==> src/sv/sfa_div.sv <==
// pipelined restoring divider, one quotient bit per stage, with a side payload
module sfa_div #(
    parameter int W      = 16,
    parameter int SIDE_W = 8
) (
    input  logic              clk,
    input  logic              rst_n,
    input  logic              en,
    input  logic              in_valid,
    input  logic [W-1:0]      dividend,
    input  logic [W-1:0]      divisor,
    input  logic [SIDE_W-1:0] in_side,
    output logic              out_valid,
    output logic [2*W-1:0]    quotient,
    output logic [SIDE_W-1:0] out_side
);

    localparam int N = 2 * W;

    logic [N-1:0]      v_reg;
    logic [W-1:0]      rem_reg  [N];
    logic [N-1:0]      acc_reg  [N];
    logic [W-1:0]      dv_reg   [N];
    logic [SIDE_W-1:0] side_reg [N];

    for (genvar i = 0; i < N; i++) begin : g_stage
        logic              v_in;
        logic [W-1:0]      rem_in;
        logic [N-1:0]      acc_in;
        logic [W-1:0]      dv_in;
        logic [SIDE_W-1:0] side_in;
        logic [W:0]        sh;
        logic [W+1:0]      diff;
        logic              q_bit;
        logic [W-1:0]      rem_next;
        logic [N-1:0]      acc_next;

        // stage source: ports for the first stage, previous stage otherwise
        if (i == 0) begin : g_first
            assign v_in    = in_valid;
            assign rem_in  = '0;
            assign acc_in  = {dividend, {W{1'b0}}};
            assign dv_in   = divisor;
            assign side_in = in_side;
        end else begin : g_next
            assign v_in    = v_reg[i-1];
            assign rem_in  = rem_reg[i-1];
            assign acc_in  = acc_reg[i-1];
            assign dv_in   = dv_reg[i-1];
            assign side_in = side_reg[i-1];
        end

        // trial subtract of the divisor from the shifted remainder
        assign sh       = {rem_in, acc_in[N-1]};
        assign diff     = {1'b0, sh} - {2'b00, dv_in};
        assign q_bit    = ~diff[W+1];
        assign rem_next = q_bit ? diff[W-1:0] : sh[W-1:0];
        assign acc_next = {acc_in[N-2:0], q_bit};

        always_ff @(posedge clk or negedge rst_n)
        begin
            if (!rst_n)
            begin
                v_reg[i] <= 1'b0;
            end
            else if (en)
            begin
                v_reg[i] <= v_in;
            end
        end

        always_ff @(posedge clk)
        begin
            if (en)
            begin
                rem_reg[i]  <= rem_next;
                acc_reg[i]  <= acc_next;
                dv_reg[i]   <= dv_in;
                side_reg[i] <= side_in;
            end
        end
    end

    assign out_valid = v_reg[N-1];
    assign quotient  = acc_reg[N-1];
    assign out_side  = side_reg[N-1];

endmodule

==> config.mk <==
export PLATFORM = sky130hd
export DESIGN_NAME = sfa_div
export DESIGN_NICKNAME = d
export VERILOG_FILES = /design/src/sv/sfa_div.sv
export SDC_FILE = /design/constraint.sdc
export NUM_CORES = 2
export LEC_CHECK = 0
export BUFFER_PORTS_ARGS = -buffer_cell sky130_fd_sc_hd__clkbuf_2
export CORE_MARGIN = 2
export CORE_UTILIZATION = 25
export CTS_CLUSTER_DIAMETER = 40
export DETAILED_ROUTE_END_ITERATION = 12
export GPL_TIMING_DRIVEN = 0
export PLACE_DENSITY = 0.38
export SLEW_MARGIN = 10
export SYNTH_ARGS = -nofsm -noshare
export SYNTH_HDL_FRONTEND = slang
export SYNTH_SLANG_ARGS = --single-unit
==> constraint.sdc <==
create_clock -name clk -period 7.02 [get_ports clk]
set_input_delay 0.702 -clock clk [delete_from_list [all_inputs] [get_ports clk]]
set_output_delay 0.702 -clock clk [all_outputs]
set_load 0.01 [all_outputs]
==> flow_summary_export.csv <==
group,metric,value,unit
floorplan,start_util,25.12,%
cts,root_buffer,"clkbuf_16",
cts,postCtsSetupRepairBufs,0,
floorplan,io_pins,85,
critical_path,ff2ff_setup_slack,3.13,ns
cts,cts_sinks,1928,
finish,largest_register_ffs,648,
finish,fin_nets,7390,
placement,port_buffers,84,
cts,clock_path_buffers,4,
synth,synth_area_leaders,"edfxtp_1 64%, ha_1 6.8%, mux2_2 4.8%",
pwr,powerDensity,467.6,mW/mm^2
placement,pre_cts_slack,2.100,ns
floorplan,dieWidth,599.0,um
timing,fin_setup_tns,0,ns
timing,fin_skew,0.06052,ns
timing,finalHoldViolations,0,
detailed_routing,drt-total-wl,184900,um
cts,numCtsBuffers,395,
timing,fin_crit_sh,55.47,%
timing,setup_viol,0,
cts,cts_hold_buf,42,
timing,drv_slew,0,
timing,rsz0062_at_grt,"no",
detailed_routing,antenna_left,0,
synth,yosysUniqueCellTypes,87,
hold_path,hp-class,"in2reg",
floorplan,die_h,599.0,um
cts,clk-insertion-delay-late,0.95,ns
floorplan,core-area,0.3524,mm^2
detailed_routing,drtPass1Iterations,5,
grt,grt_pass1_wl,293500,um
detailed_routing,vias,50550,
placement,place.gp.congestion,0.7986,
grt,antenna_found_initial,6,
timing,tightest_slew,1.132,ns
critical_path,critPathMaxFanout,10,
timing,min_period,3.894,ns
critical_path,r2r_cells,11,
synth,synth_common_cells,"1896 x edfxtp_1, 618 x inv_1, 482 x ha_1",
synth,syn_area,0.08851,mm^2
detailed_routing,vias_per_cell,4.249,
timing,max_freq,256.8,MHz
critical_path,cp.arrival,4.56,ns
hold_path,hold_end,"side_reg[0][12]",
synth,seq_area_frac_synth,65.23,%
synth,yosys_warnings,0,
pwr,ir_drop,0.2837,mV
synth,synth_edf_count,1896,
synth,ys.flop_type,"edfxtp_1",
cts,cts_tree,"done",
pwr,p_leak,0.04184,uW
detailed_routing,drc,0,
pwr,fin_total_pwr,51270,uW
grt,grt_max_degree,108,
cts,cts_resized,0,
synth,synth_area_leader_cell,"edfxtp_1",
critical_path,crit_path_start_kind,"flop",
critical_path,end_kind,"flop",
grt,grt_remaining_overflow,0,
synth,synth_top_area_share,64.32,%
synth,ys_seq_elements,1928,
finish,syn_to_final_growth,23.89,%
hold_path,hold_path_depth,1,
finish,drive_gt1_share,17.56,%
critical_path,worstPathRequired,7.69,ns
cts,htree_levels,5,
run,maxCapViolCount,0,
detailed_routing,routedWlPerCell,15.54,um
critical_path,path_class,"reg2reg",
grt,grt_usage,10.19,%
synth,synth-async-reset-ratio,1.660,%
critical_path,reg2reg_from,"dv_reg[5][1]",
detailed_routing,drt_iter0_drc,2994,
hold_path,min_from,"en",
floorplan,num_rows,218,
cts,clk_pin_slew,0.05,ns
placement,hpwl,126900,um
synth,avgSynthCellArea,14.09,um^2
timing,slew_headroom,22.57,%
synth,syn_inst,6284,
grt,grt_pass1_vias,51850,
floorplan,dieArea,0.3588,mm^2
synth,yosysMostFrequentCell,"edfxtp_1",
status,outcome,"finished clean",
timing,worst_slack,3.126,ns
critical_path,worstReg2RegEnd,"rem_reg[0][104]",
## metal layers
| layer | vias up | track usage (%) | part of all wire, % |
|---|---|---|---|
| li1 | 24890 | - | - |
| met1 | 24220 | 13.25 | 46 |
| met2 | 973 | 16.50 | 46 |
| met3 | 464 | 1.997 | 4.6 |
| met4 | 0 | 4.292 | 3.8 |
| met5 | - | 0 | 0 |
## cells by family (layout without fill, tap and decap cells)
kind of cell | Yosys count | after routing | share of synthesized area (%)
XOR/XNOR | 259 | 259 | 2.563
buffers and inverters | 711 | 1584 | 3.209
flip-flops | 1928 | 1928 | 65.23
multiplexers | 415 | 415 | 5.271
AO/OA/AOI/OAI | 1341 | 1341 | 10.02
AND/OR/NAND/NOR | 1117 | 1117 | 6.210
other | 1 | 9 | 0.004237
adder cells (fa/ha/maj) | 512 | 512 | 7.492
## metrics by stage
step,hold WS (ns),instances,utilization (%),cell area [um^2]
global placement,0.4001,11100,26.92,94870
detailed placement,0.4045,11130,27.09,95460
finish,0.2519,11900,31.12,109700
global route,0.2031,11890,31.12,109700
CTS,0.1555,11890,31.12,109700
floorplan,0.4003,6290,-,88530
## where the power goes
| group | total [uW] | switching (uW) | internal (uW) |
|---|---|---|---|
| combinational | 15200 | 8190 | 6970 |
| sequential | 16900 | 1180 | 15800 |
| clock | 19200 | 6380 | 12800 |
| total | 51300 | 15800 | 35500 |
## placed cells by master (no fill, tap or decap), types with 22 or more instances in the layout
cell type | Yosys | final
edfxtp_1 | 1896 | 1896
inv_1 | 618 | 618
ha_1 | 482 | 482
clkbuf_16 | 0 | 397
mux2_2 | 377 | 377
nor2_1 | 358 | 358
a21oi_1 | 320 | 320
o21ai_0 | 283 | 283
nand2_1 | 203 | 203
o21a_1 | 143 | 143
a21o_1 | 136 | 136
xor2_1 | 132 | 132
xnor2_1 | 127 | 127
nor3_1 | 105 | 105
nor2b_1 | 89 | 89
clkbuf_2 | 0 | 83
a211oi_1 | 77 | 77
nand2b_1 | 77 | 77
nand3_1 | 72 | 72
bufinv_16 | 0 | 66
clkbuf_1 | 27 | 62
clkinv_2 | 0 | 60
o211ai_1 | 58 | 58
clkinv_1 | 2 | 53
and2_1 | 51 | 51
or2_2 | 45 | 45
dlygate4sd3_1 | 0 | 42
clkinvlp_4 | 0 | 39
buf_4 | 35 | 35
clkinv_4 | 0 | 32
dfrtp_1 | 32 | 32
mux2i_1 | 30 | 30
fa_1 | 30 | 30
a31oi_1 | 29 | 29
inv_6 | 0 | 28
and3_1 | 26 | 26
a211o_1 | 25 | 25
o31a_1 | 24 | 24
o21bai_1 | 22 | 22
a2111oi_0 | 22 | 22
## how the worst max path moves through the flow
| stage | from | endpoint | slack (ns) | cells after the start |
|---|---|---|---|---|
| after floorplan | rem_reg[0][32] | rem_reg[0][55] | 3.90 | 9 |
| after global placement | en | acc_reg[7][126] | -31.05 | 1 |
| after detailed placement | en | g_stage[4].v_in | 2.10 | 9 |
| after CTS | dv_reg[8][1] | rem_reg[0][152] | 2.98 | 10 |
| after global routing | dv_reg[5][1] | rem_reg[0][104] | 2.78 | 11 |
| final | dv_reg[5][1] | rem_reg[0][104] | 3.13 | 11 |
## final cells by class
cell class,count,area [um^2]
multi-input cells,3651,27960
diodes,2,5.005
repair buffers,147,1428
fillers,35000,242800
plain buffers,89,505.5
clock inverters,293,3692
clock buffers,433,10080
flip-flops and latches,1928,57740
well taps,4730,5918
inverters,622,2335
## critical path, cell delays in order (launching register included)
cell       delay [ns]
edfxtp_1         0.38
inv_1            0.09
ha_1             0.27
nor2b_1          0.13
o21a_1           0.16
o21a_1           0.18
o211ai_1         0.16
a2111oi_0        0.98
nor3_1           0.30
inv_1            0.26
buf_2            0.33
mux2_2           0.40
Power figures use the tool's default switching activity.
