$ cat src/sv/sfa_pkg.sv
// shared types and constants of the soft float arithmetic unit
package sfa_pkg;

    // exponent widths: the port width and the internal working width
    localparam int EXP_W     = 16;
    localparam int EXT_EXP_W = 19;
    localparam int EXP_MAX   = 32767;
    localparam int EXP_MIN   = -32768;

    typedef enum logic [2:0] {
        CMD_ADD = 3'd0,
        CMD_SUB = 3'd1,
        CMD_MUL = 3'd2,
        CMD_DIV = 3'd3,
        CMD_GT  = 3'd4,
        CMD_INT = 3'd5
    } cmd_t;

    typedef enum logic [1:0] {
        ST_OK    = 2'd0,
        ST_DIVZ  = 2'd1,
        ST_RANGE = 2'd2
    } status_t;

    // per-beat result flags that ride along with the data
    typedef struct packed {
        logic    pass;
        logic    gt;
        status_t st;
    } sfa_flags_t;

endpackage

$ cat src/sv/sfa_norm.sv
// three-stage normalizer: length search, shift, round fix and exponent clamp
module sfa_norm
    import sfa_pkg::*;
#(
    parameter int W = 16
) (
    input  logic                        clk,
    input  logic                        rst_n,
    input  logic                        en,
    input  logic                        in_valid,
    input  logic                        in_neg,
    input  logic [2*W:0]                in_mag,
    input  logic signed [EXT_EXP_W-1:0] in_exp,
    input  sfa_flags_t                  in_flags,
    input  logic [W-1:0]                in_pm,
    input  logic [EXP_W-1:0]            in_pe,
    output logic                        out_valid,
    output logic [W-1:0]                out_mantissa,
    output logic [EXP_W-1:0]            out_exponent,
    output logic                        out_greater,
    output status_t                     out_status
);

    localparam int MAGW = 2 * W + 1;
    localparam int LW   = $clog2(MAGW + 1);
    localparam int KW   = LW + 2;
    localparam logic [W-1:0] HI = {1'b1, {(W-1){1'b0}}};
    localparam logic [W-1:0] LO = {2'b01, {(W-2){1'b0}}};

    // stage 1 registers
    logic                        n1_valid_reg;
    logic                        n1_neg_reg;
    logic [MAGW-1:0]             n1_mag_reg;
    logic signed [EXT_EXP_W-1:0] n1_exp_reg;
    logic [LW-1:0]               n1_len_reg;
    sfa_flags_t                  n1_flags_reg;
    logic [W-1:0]                n1_pm_reg;
    logic [EXP_W-1:0]            n1_pe_reg;
    logic [LW-1:0]               len_next;

    // stage 2 registers
    logic                        n2_valid_reg;
    logic                        n2_neg_reg;
    logic                        n2_zero_reg;
    logic [W-1:0]                n2_r_reg;
    logic signed [EXT_EXP_W-1:0] n2_exp_reg;
    sfa_flags_t                  n2_flags_reg;
    logic [W-1:0]                n2_pm_reg;
    logic [EXP_W-1:0]            n2_pe_reg;
    logic [W-1:0]                r_next;
    logic signed [EXT_EXP_W-1:0] exp2_next;

    // stage 3 (output) registers
    logic                        n3_valid_reg;
    logic [W-1:0]                n3_m_reg;
    logic [EXP_W-1:0]            n3_e_reg;
    logic                        n3_gt_reg;
    status_t                     n3_st_reg;
    logic [W-1:0]                m3_next;
    logic [EXP_W-1:0]            e3_next;
    logic                        gt3_next;
    status_t                     st3_next;

    // bit length of the magnitude
    always_comb
    begin
        len_next = '0;
        for (int i = 0; i < MAGW; i++)
        begin
            if (in_mag[i])
            begin
                len_next = LW'(i + 1);
            end
        end
    end

    // shift into [2^(W-2), 2^(W-1)); negative values round toward minus infinity
    always_comb
    begin
        logic signed [KW-1:0] kk;
        logic [LW-1:0]        kpos;
        logic [LW-1:0]        kneg;
        logic [MAGW-1:0]      shifted;
        logic                 sticky;
        kk      = $signed({2'b00, n1_len_reg}) - KW'(W - 1);
        kpos    = LW'(kk);
        kneg    = LW'(-kk);
        shifted = n1_mag_reg >> kpos;
        sticky  = |(n1_mag_reg & ~({MAGW{1'b1}} << kpos));
        if (kk > 0)
        begin
            r_next = W'(shifted) + W'(n1_neg_reg & sticky);
        end
        else
        begin
            r_next = W'(n1_mag_reg << kneg);
        end
        exp2_next = n1_exp_reg + EXT_EXP_W'(kk);
    end

    // carry fix, sign, exponent clamp, zero result and pass-through select
    always_comb
    begin
        logic [W-1:0]                r3;
        logic signed [EXT_EXP_W-1:0] ex3;
        r3  = n2_r_reg;
        ex3 = n2_exp_reg;
        if (n2_r_reg == HI)
        begin
            r3  = LO;
            ex3 = n2_exp_reg + EXT_EXP_W'(1);
        end
        m3_next  = n2_neg_reg ? W'(-r3) : r3;
        gt3_next = 1'b0;
        st3_next = ST_OK;
        if (ex3 > EXT_EXP_W'(EXP_MAX))
        begin
            e3_next  = EXP_W'(EXP_MAX);
            st3_next = ST_RANGE;
        end
        else if (ex3 < EXT_EXP_W'(EXP_MIN))
        begin
            e3_next  = EXP_W'(EXP_MIN);
            st3_next = ST_RANGE;
        end
        else
        begin
            e3_next = EXP_W'(ex3);
        end
        if (n2_zero_reg)
        begin
            m3_next  = '0;
            e3_next  = '0;
            st3_next = ST_OK;
        end
        if (n2_flags_reg.pass)
        begin
            m3_next  = n2_pm_reg;
            e3_next  = n2_pe_reg;
            gt3_next = n2_flags_reg.gt;
            st3_next = n2_flags_reg.st;
        end
    end

    // valid bits
    always_ff @(posedge clk or negedge rst_n)
    begin
        if (!rst_n)
        begin
            n1_valid_reg <= 1'b0;
            n2_valid_reg <= 1'b0;
            n3_valid_reg <= 1'b0;
        end
        else if (en)
        begin
            n1_valid_reg <= in_valid;
            n2_valid_reg <= n1_valid_reg;
            n3_valid_reg <= n2_valid_reg;
        end
    end

    // payload stages
    always_ff @(posedge clk)
    begin
        if (en)
        begin
            n1_neg_reg   <= in_neg;
            n1_mag_reg   <= in_mag;
            n1_exp_reg   <= in_exp;
            n1_len_reg   <= len_next;
            n1_flags_reg <= in_flags;
            n1_pm_reg    <= in_pm;
            n1_pe_reg    <= in_pe;

            n2_neg_reg   <= n1_neg_reg;
            n2_zero_reg  <= (n1_len_reg == '0);
            n2_r_reg     <= r_next;
            n2_exp_reg   <= exp2_next;
            n2_flags_reg <= n1_flags_reg;
            n2_pm_reg    <= n1_pm_reg;
            n2_pe_reg    <= n1_pe_reg;

            n3_m_reg     <= m3_next;
            n3_e_reg     <= e3_next;
            n3_gt_reg    <= gt3_next;
            n3_st_reg    <= st3_next;
        end
    end

    assign out_valid    = n3_valid_reg;
    assign out_mantissa = n3_m_reg;
    assign out_exponent = n3_e_reg;
    assign out_greater  = n3_gt_reg;
    assign out_status   = n3_st_reg;

endmodule

$ cat config.mk
export PLATFORM = sky130hd
export DESIGN_NAME = sfa_norm
export DESIGN_NICKNAME = d
export VERILOG_FILES = /design/src/sv/sfa_pkg.sv /design/src/sv/sfa_norm.sv
export SDC_FILE = /design/constraint.sdc
export NUM_CORES = 1
export LEC_CHECK = 0
export BUFFER_PORTS_ARGS = -buffer_cell sky130_fd_sc_hd__buf_2
export CELL_PAD_IN_SITES_DETAIL_PLACEMENT = 1
export CELL_PAD_IN_SITES_GLOBAL_PLACEMENT = 1
export CORE_MARGIN = 2
export CORE_UTILIZATION = 48
export CTS_CLUSTER_SIZE = 8
export DETAILED_ROUTE_END_ITERATION = 12
export GPL_TIMING_DRIVEN = 0
export PLACE_DENSITY = 0.88
export SLEW_MARGIN = 20
export SYNTH_ARGS = -nofsm -noshare
export SYNTH_HDL_FRONTEND = slang
export SYNTH_SLANG_ARGS = --single-unit
export TNS_END_PERCENT = 100
$ cat constraint.sdc
create_clock -name clk -period 6.7 [get_ports clk]
set_input_delay 0.67 -clock clk [delete_from_list [all_inputs] [get_ports clk]]
set_output_delay 0.67 -clock clk [all_outputs]
set_load 0.005 [all_outputs]
==> out/qor.txt <==
status: finished, final reports clean
Clock Pin Slew Worst Setup and Hold Paths: 50 ps
wl on met1: 16070 microns
area of the multi-input gates: 5804 sq um
core area: 25250 sq um
Register Area: 6171 sq um
I/O pins: 129
Tightest Hold Check Type: in2reg
pre-CTS WS: 460.1 ps
Seq/Total Area, Yosys: 49.78%
Die X: 164.7 microns
CTS sink count: 206
FILL cells: 2691
number of core rows: 58
GRT Total Usage: 30.14%
Worst setup SP type: flip-flop
Slew Limit Fails: 0
clock share of power: 31.1%
layout cell share with drive strength beyond 1: 24.49%
Mapped Avg Cell Area: 11.73 sq um
Period Utilization, post-route: 91.69%
Setup crit end kind: flip-flop
post-route ant nets: 0
WL/cell: 26.03 microns
Max-Cap Viols: 0
Antenna Cells: 0
remaining global-route overflow: 0
Seq pwr share: 40.1%
max layer used: met4
HPWL Detailed: 30110 microns
CTS resizes: 0
RR Startpoint: n1_len_reg[1]$_SDFFCE_PP0P_
chip height: 164.7 microns
Pint: 0.002865 W
CTS max path bufs: 3
Psw: 0.001401 W
Worst Setup SP: n1_len_reg[1]$_SDFFCE_PP0P_
Gate Count Post-Synth: 1057
met3 WL: 2789 microns
Finished Cell Area: 14340 sq um
Syn Nets: 1180
CP Cell Sequence: ha_1 > inv_1 > ha_1 > buf_6 > buf_6 > buf_2 > buf_2 > clkbuf_1 > nand2_1 > nand2_1 > nand2_1 > a222oi_1 > nand4_1 > a2111o_1 > o31a_1 > ha_1 > ha_1 > inv_1 > a211oi_4 > nand4b_4 > nor3_1 > mux2_1 > o22ai_1
critical path type: reg2reg
PD cells: 297.6 nW/um^2
reg2reg path depth: 23
Cell Area, Synth: 12400 sq um
flops & latches, synth: 206
DR DRC count: 0
Comb pwr share: 28.8%
total CTS buffers: 29
CP Max Fanout: 10
most frequent cells in the layout: edfxtp_1 (203), buf_2 (141), nand2_1 (89), nor2_1 (88), a21oi_1 (56)
hold_ws: 286.1 ps
Post-DP Area: 13530 sq um
fmax: 162.8 MHz
Clock Tree Root: clkbuf_16
Slew HR: 38.69%
Vias: 9997
fin crit period: 6143 ps
endpoints failing setup: 0
Setup TNS: 0 ps
Switching Fraction: 32.84%
Post-synth EDFFs: 203
largest net degree at the start of global routing: 90
PortBufs: 128
most common cell after layout, fill and taps aside: edfxtp_1
RSZ-0062 raised after global routing: false
vias per inst: 6.396
max reg flops: 33
synth unique cells: 99
async set or reset register ratio after synthesis: 1.456%
met2 wire length: 20310 microns
Critical Path AT: 6550 ps
VDD IR max: 0.0002656 V
CP dominant cell by count: ha_1
Tightest Pin Transition: 916.5 ps
TritonRoute pass-1 iters: 6
Area Overhead vs Synth: 15.64%
first-pass GRT wire length: 61960 microns
wire length after detailed routing: 40690 microns
Clock Skew: 17.58 ps
clk_lat worst skew: 560 ps
initial drt markers: 854
final hold violations: 0
Worst path max stage delay: 560 ps
CTS tree: done
Leakage: 5.303 nW
H-tree depth: 1
CP Capture Point: n2_r_reg[10]$_DFFE_PP_
number of global-route vias before repair: 10610
GP Congestion: 0.9672
main flop type after synthesis: edfxtp_1
postcts setup bufs: 0
fin worst setup slack: 556.5 ps
Slowest cell on crit path: clkbuf_1
Worst EP required: 7110 ps
Reg-to-Reg End: n2_r_reg[10]$_DFFE_PP_
setup slack, reg-to-reg: 560 ps
initial antenna violation count: 0
Ys Warns: 0
Starting Density: 49.09%
final net count: 1342
die area: 27130 sq um
==> worst min-delay path by stage <==
stage / startpoint / to / slack [ps] / cells after the start
after global routing: in_pm[7] / n1_pm_reg[7]$_DFFE_PP_ / 280 / 1
after global placement: n1_pm_reg[3]$_DFFE_PP_ / n2_pm_reg[3]$_DFFE_PP_ / 400 / 0
after CTS: in_pm[7] / n1_pm_reg[7]$_DFFE_PP_ / 280 / 1
after floorplan: rst_n / n1_valid_reg$_DFFE_PN0P_ / 370 / 0
final: in_pm[13] / n1_pm_reg[13]$_DFFE_PP_ / 290 / 1
after detailed placement: n1_flags_reg[2]$_DFFE_PP_ / n2_flags_reg[2]$_DFFE_PP_ / 410 / 0
==> cells by family (layout without fill, tap and decap cells) <==
family / Yosys count / after routing / synth area share [%]
and+or+nand+nor: 315 / 315 / 13.22
xor gates and xnor gates: 58 / 58 / 4.370
AOI/OAI and AO/OA: 271 / 271 / 15.85
DFF: 206 / 206 / 49.78
adders and majority gates: 30 / 30 / 3.088
buffers and inverters: 81 / 257 / 3.442
muxes: 96 / 96 / 10.25
==> critical path: cells and delay by family, from the launching register on <==
| kind | cells | cell delay [ps] |
|---|---|---|
| muxes | 1 | 350 |
| AOI/OAI and AO/OA | 5 | 1230 |
| DFF | 1 | 470 |
| and+or+nand+nor | 6 | 820 |
| buffers and inverters | 7 | 1820 |
| adders and majority gates | 4 | 1290 |
==> synth_stat cells (all sizes together) (10+ instances only) <==
master / n / area, sq um
mux2i: 37 / 370.4
a22o: 17 / 148.9
nor2: 90 / 342.8
mux4: 21 / 473.0
o31ai: 11 / 87.58
nor3: 21 / 110.1
o21ai: 41 / 209.0
o22ai: 30 / 193.9
nor4: 13 / 115.1
xor2: 20 / 175.2
buf: 38 / 265.3
nand2: 90 / 340.3
edfxtp: 203 / 6096
inv: 22 / 82.58
ha: 29 / 362.9
o211ai: 19 / 192.7
a211oi: 18 / 147.6
clkbuf: 21 / 78.83
nand3: 18 / 115.1
mux2: 38 / 427.9
a31oi: 12 / 75.07
xnor2: 38 / 366.6
nand2b: 11 / 68.82
a21oi: 58 / 297.8
nor2b: 13 / 81.33
nand4: 10 / 68.81
==> final cells by class <==
class / count / area share, %
clock inverter: 1 / 0.1396
sequential: 206 / 43.04
inverter: 22 / 0.5760
clock buffer: 44 / 5.455
buffer: 58 / 2.374
tap: 330 / 2.880
multi-input combinational: 770 / 40.49
timing repair buffer: 132 / 5.045
==> stage by stage <==
step	util [%]	total power, W	std cells
4_1_cts	56.78	0.004253	1564
3_3_place_gp	53.26	0.002853	1515
5_1_grt	56.77	0.004416	1563
2_1_floorplan	-	0.002480	1057
3_5_place_dp	53.57	0.002918	1518
6_report	56.77	0.004266	1563
==> layer usage <==
layer	track usage [%]	vias up
li1	-	4439
met1	37.12	4936
met2	53.92	507
met4	11.50	0
met3	3.918	115
met5	0	-
==> power by group through the flow <==
stage	Sequential [W]	Clock (W)	Combinational [W]
floorplan	0.00168	0	0.000800
global placement	0.00172	0	0.00114
detailed placement	0.00173	0	0.00119
CTS	0.00171	0.00134	0.00121
global route	0.00172	0.00139	0.00131
finish	0.00171	0.00133	0.00123
==> timing repair <==
action	4_1_cts	5_1_grt
setup endpoints to repair	0	2
hold endpoints to repair	3	0
hold buffers	1	0
Power figures use the tool's default switching activity.
